**src/design/rtree_quadratic_node_split_assert.svh**
```systemverilog
// Assertion macros shared by the split block.
`ifndef RTREE_QUADRATIC_NODE_SPLIT_ASSERT_SVH
`define RTREE_QUADRATIC_NODE_SPLIT_ASSERT_SVH

// The consequent must hold in the same cycle as the antecedent.
`define RQS_ASSERT_SAME(lbl, clk, rst_n, ante, cons, msg) \
    lbl: assert property (@(posedge clk) disable iff (!rst_n) (ante) |-> (cons)) \
        else $error(msg);

// The consequent must hold in the cycle after the antecedent.
`define RQS_ASSERT_NEXT(lbl, clk, rst_n, ante, cons, msg) \
    lbl: assert property (@(posedge clk) disable iff (!rst_n) (ante) |=> (cons)) \
        else $error(msg);

`endif

```
**src/design/rqs_pkg.sv**
```systemverilog
`default_nettype none
package rqs_pkg;
    localparam int MAX_ENTRIES    = 64;
    localparam int IDX_W          = $clog2(MAX_ENTRIES);
    localparam int CNT_W          = $clog2(MAX_ENTRIES + 1);
    localparam int COORD_W        = 20;
    localparam int REF_W          = 24;
    localparam int MF_W           = 6;
    localparam int SLOT_W         = 6;
    localparam int AREA_W         = 2 * (COORD_W + 1);
    localparam int SCORE_W        = AREA_W + 2;
    localparam int MIN_FILL_RESET = 25;

    typedef struct packed {
        logic [COORD_W-1:0] y;
        logic [COORD_W-1:0] x;
    } t_pt;

    typedef struct packed {
        t_pt up;
        t_pt lo;
    } t_box;

    typedef struct packed {
        logic [REF_W-1:0] child;
        t_box             box;
    } t_entry;

    // Smallest box covering both boxes, taken per axis.
    function automatic t_box box_union(input t_box a, input t_box b);
        t_box r;
        r.lo.x = (a.lo.x < b.lo.x) ? a.lo.x : b.lo.x;
        r.lo.y = (a.lo.y < b.lo.y) ? a.lo.y : b.lo.y;
        r.up.x = (a.up.x > b.up.x) ? a.up.x : b.up.x;
        r.up.y = (a.up.y > b.up.y) ? a.up.y : b.up.y;
        return r;
    endfunction
endpackage
`default_nettype wire

```
**src/design/rqs_area_unit.sv**
```systemverilog
`default_nettype none
// Shared area unit: signed width times signed height, registered.
module rqs_area_unit (
    input  wire logic                        i_clk,
    input  wire rqs_pkg::t_box               i_box,
    output logic signed [rqs_pkg::AREA_W-1:0] o_area
);
    import rqs_pkg::*;

    logic signed [COORD_W:0] w;
    logic signed [COORD_W:0] h;

    // Extents may be negative for an inverted box.
    assign w = $signed({1'b0, i_box.up.x}) - $signed({1'b0, i_box.lo.x});
    assign h = $signed({1'b0, i_box.up.y}) - $signed({1'b0, i_box.lo.y});

    always_ff @(posedge i_clk) begin
        o_area <= w * h;
    end
endmodule
`default_nettype wire

```
**config.mk**
```make
export PLATFORM = sky130hd
export DESIGN_NAME = rqs_area_unit
export DESIGN_NICKNAME = d
export VERILOG_FILES = /design/src/design/rtree_quadratic_node_split_assert.svh /design/src/design/rqs_pkg.sv /design/src/design/rqs_area_unit.sv
export SDC_FILE = /design/constraint.sdc
export NUM_CORES = 1
export LEC_CHECK = 0
export BUFFER_PORTS_ARGS = -buffer_cell sky130_fd_sc_hd__buf_2
export CAP_MARGIN = 20
export CORE_ASPECT_RATIO = 0.7
export CORE_MARGIN = 2
export CORE_UTILIZATION = 55
export CTS_CLUSTER_SIZE = 12
export DETAILED_ROUTE_END_ITERATION = 8
export PLACE_DENSITY_LB_ADDON = 0.2
export REMOVE_ABC_BUFFERS = 1
export SYNTH_ARGS = -nofsm -noshare
export SYNTH_HDL_FRONTEND = slang
export SYNTH_SLANG_ARGS = --single-unit
```
**constraint.sdc**
```tcl
create_clock -name i_clk -period 7.9 [get_ports i_clk]
set_input_delay 0.79 -clock i_clk [delete_from_list [all_inputs] [get_ports i_clk]]
set_output_delay 0.79 -clock i_clk [all_outputs]
set_load 0.01 [all_outputs]
```
### Yosys cells after proc, flatten, opt, wreduce, memory -nomap -nowiden

Cells that the tools add are included.

* register bits: 42
* input bits: 81
* output and inout port bits: 42
* word-level logic and storage cells: 4

* add/sub/neg operators: 2
* multiply operators: 1

Operators by type and width (number)
* multiplier 21 x 21 -> 42 bit: 1
* subtractor 20 x 20 -> 21 bit: 2

### Depth between registers and ports, before layout

* word-level depth: 2
* gate-level depth with buffers: 35
* gate-level depth less buffers: 34

### Least setup slack after synthesis

No wires, ideal clock.

* path kind: input to register
* start point: input port i_box[60] (netlist bit)
* end point: register o_area[40] (netlist bit)
* library setup time: 0.072 ns
* arrival: 8.331 ns
* required time: 7.828 ns
* setup slack: -0.504 ns
* cell stages on the path: 32
* path buffers: 1
* path through: inv_1 -> ha_1 -> inv_1 -> fa_1 -> a21o_1 -> a21oi_2 -> o21ai_1 -> a41o_1 -> a21bo_2 -> a21oi_1 -> xnor2_1 -> clkbuf_1 -> nand2_1 -> fa_1 -> inv_1 -> fa_1 -> fa_1 -> fa_1 -> fa_1 -> fa_1 -> inv_1 -> fa_1 -> inv_1 -> ha_1 -> a21oi_1 -> nand2_1 -> nor3_1 -> nand2_1 -> o21ai_0 -> a21oi_1 -> o31ai_1 -> xnor2_1

* cells in the longest elaborated chain, start to end: 2

RTL lines
* start, declared: RTL line rqs_area_unit.sv:5 `input wire rqs_pkg::t_box i_box,`
* subtractor 20 x 20 -> 21 bit: RTL line rqs_area_unit.sv:15 `assign h = $signed({1'b0, i_box.up.y}) - $signed({1'b0, i_box.lo.y});`
* multiplier 21 x 21 -> 42 bit: RTL line rqs_area_unit.sv:18 `o_area <= w * h;`
* end signal, assigned: RTL line rqs_area_unit.sv:18
* end, declared: RTL line rqs_area_unit.sv:6 `output logic signed [rqs_pkg::AREA_W-1:0] o_area`

Every way passes these cells.

### Worst setup path after layout

* start point: input port i_box[60] (netlist bit)
* end point: register o_area[41] (netlist bit)

The elaborated chain is that of the path after synthesis.

==> impl_metrics.env <==
export IMPL_status="finished with violations"
export IMPL_violations="negative setup slack"
export IMPL_worstSetupPathType="in2reg"
export IMPL_core_um2=34700
export IMPL_grt_max_degree=22
export IMPL_yosys_top_cells_area="fa_1 (48%), inv_1 (11%), ha_1 (9.7%)"
export IMPL_placementRows=57
export IMPL_synth_cells=2213
export IMPL_period_share=1.07
export IMPL_drc_errors=0
export IMPL_cts_tree="done"
export IMPL_via_count=17108
export IMPL_first_pass_iters=6
export IMPL_nets=3439
export IMPL_min_path_type="in2reg"
export IMPL_diodes=0
export IMPL_synth_ff_type="dfxtp_1"
export IMPL_drive_gt1_frac=0.314
export IMPL_root_buffer="clkbuf_16"
export IMPL_gr_total_overflow=0
export IMPL_slowest_delay_ps=570
export IMPL_clkTransAtPathRegs_ps=80
export IMPL_dr_first_iter_drc_count=1303
export IMPL_cts_sinks=42
export IMPL_die_area_um2=36800
export IMPL_antenna_found_initial=1
export IMPL_crit_fanout=4
export IMPL_track_usage=0.352
export IMPL_die_h_um=161
export IMPL_synth_edff_count=0
export IMPL_grt_pass1_vias=18412
export IMPL_hold_violations=0
export IMPL_syn_area_um2=19400
export IMPL_slew_headroom=0.448
export IMPL_antenna_left=0
export IMPL_seq_area_frac_synth=0.0433
export IMPL_max_cap_violations=0
export IMPL_async_reset_ff_frac=0
export IMPL_largest_reg_flops=42
export IMPL_port_buffers=122
export IMPL_cp_num_buf_inv=15
export IMPL_cts_inserted_buffers=5
export IMPL_gp_congestion=0.957
export IMPL_end_kind="flip-flop"
export IMPL_slew_viol_final=0
export IMPL_setup_viol=21
export IMPL_ys_seq_elements=42
export IMPL_ys_types=71
export IMPL_start_kind="input port"
export IMPL_setup_slack_ps=-571
export IMPL_cp_common_cell="buf_4"
export IMPL_cp_top_family="adder cells"
export IMPL_required_ps=8090
export IMPL_dp_hpwl_mm=50.0
export IMPL_floorplan_initialDensity=0.559
export IMPL_synth_top_cell_by_area="fa_1"
export IMPL_wire_per_inst_um=19.5
export IMPL_fmax_mhz=118
export IMPL_via_per_inst=5.31
export IMPL_area_delta_synth_final_pct=33.0
export IMPL_die_x_um=229
export IMPL_slowest_stage="fa_1"
export IMPL_worst_pin_slew_ps=828
export IMPL_wl_mm=62.9
export IMPL_regMostFlops="o_area"
export IMPL_ys_warn_count=0
export IMPL_rsz0062_at_grt="yes"
export IMPL_syn_avg_cell_area_um2=8.77
export IMPL_grt_pass1_wl_mm=99.0
export IMPL_min_period_ps=8470
export IMPL_top_regs="o_area: 42 flops"
export IMPL_setup_tns_final_ps=-6570
export IMPL_cp_arrival_ps=8660
export IMPL_synth_top_area_share=0.476
export IMPL_htreeDepth=2
export IMPL_clock_path_buffers=2
export IMPL_pin_count=123
layout make-up:
class | instances | area (um^2)
Multi-Input combinational cell | 1529 | 17300
Fill cell | 2492 | 8910
Timing Repair Buffer | 600 | 4780
Inverter | 568 | 2140
Sequential cell | 42 | 841
Tap cell | 472 | 591
Clock buffer | 6 | 139
Clock inverter | 2 | 60.1
timing repair:
item	in CTS	in global routing
resized for setup	234	115
hold buffers	0	0
pin swaps	104	111
setup endpoints to repair	25	26
cloned	3	0
buffers inserted	57	29
cell families after synthesis:
group	count (synthesis)	share of synthesized area
multiplexers	2	0.00103
flip-flops	42	0.0433
AND/OR/NAND/NOR	587	0.136
adder cells (fa/ha/maj)	612	0.573
AO/OA/AOI/OAI	256	0.0875
XOR/XNOR	71	0.0320
buffers and inverters	643	0.127
Yosys cell counts, drive strengths merged (12+ instances only):
cell type / n
clkbuf: 51
fa: 462
ha: 150
o21a: 12
xor2: 16
and2: 46
dfxtp: 42
nor2b: 23
buf: 24
nor3: 22
nand2: 281
xnor2: 55
a21o: 22
o21ai: 54
inv: 568
nand2b: 31
a21oi: 79
a21boi: 15
nand3: 25
nor2: 122
per-stage QoR:
stage / utilization / hold slack, ps / area, um^2 / std cells / worst slack [ps]
2_1_floorplan: - / 1090 / 19100 / 2138 / -866
3_3_place_gp: 0.681 / 1180 / 23600 / 3132 / -1260
3_5_place_dp: 0.681 / 1180 / 23600 / 3133 / -1400
4_1_cts: 0.728 / 1160 / 25300 / 3195 / -462
5_1_grt: 0.743 / 1190 / 25800 / 3219 / -869
6_report: 0.743 / 1200 / 25800 / 3219 / -571
per-layer routing:
layer  GRT usage  up-vias  wire length, um
met5           0        -               13
met2       0.526      816            27100
li1            -     7682                -
met1       0.484     8478            26200
met4       0.115        2             2110
met3       0.118      130             7410
final timing paths:
| check | endpoint | slack (ps) | startpoint | cells past startpoint |
|---|---|---|---|---|
| worst min-delay path | o_area[0] | 1200 | i_box[20] | 4 |
| worst max-delay path | o_area[41] | -570 | i_box[60] | 40 |
cell usage in the layout (no fill, tap or decap), types with 29 or more instances in the layout:
cell type  instances
inv_1            527
fa_1             430
buf_4            405
nand2_1          262
ha_1             125
buf_2            121
nor2_1           106
a21oi_1           48
xnor2_1           46
dfxtp_1           42
buf_6             41
and2_1            40
inv_2             38
fa_2              32
o21ai_0           30
nand2b_1          30
buf_12            29
Power is not shown: default switching activity piles up to over one toggle a cycle in this logic, so the estimate is an artifact.
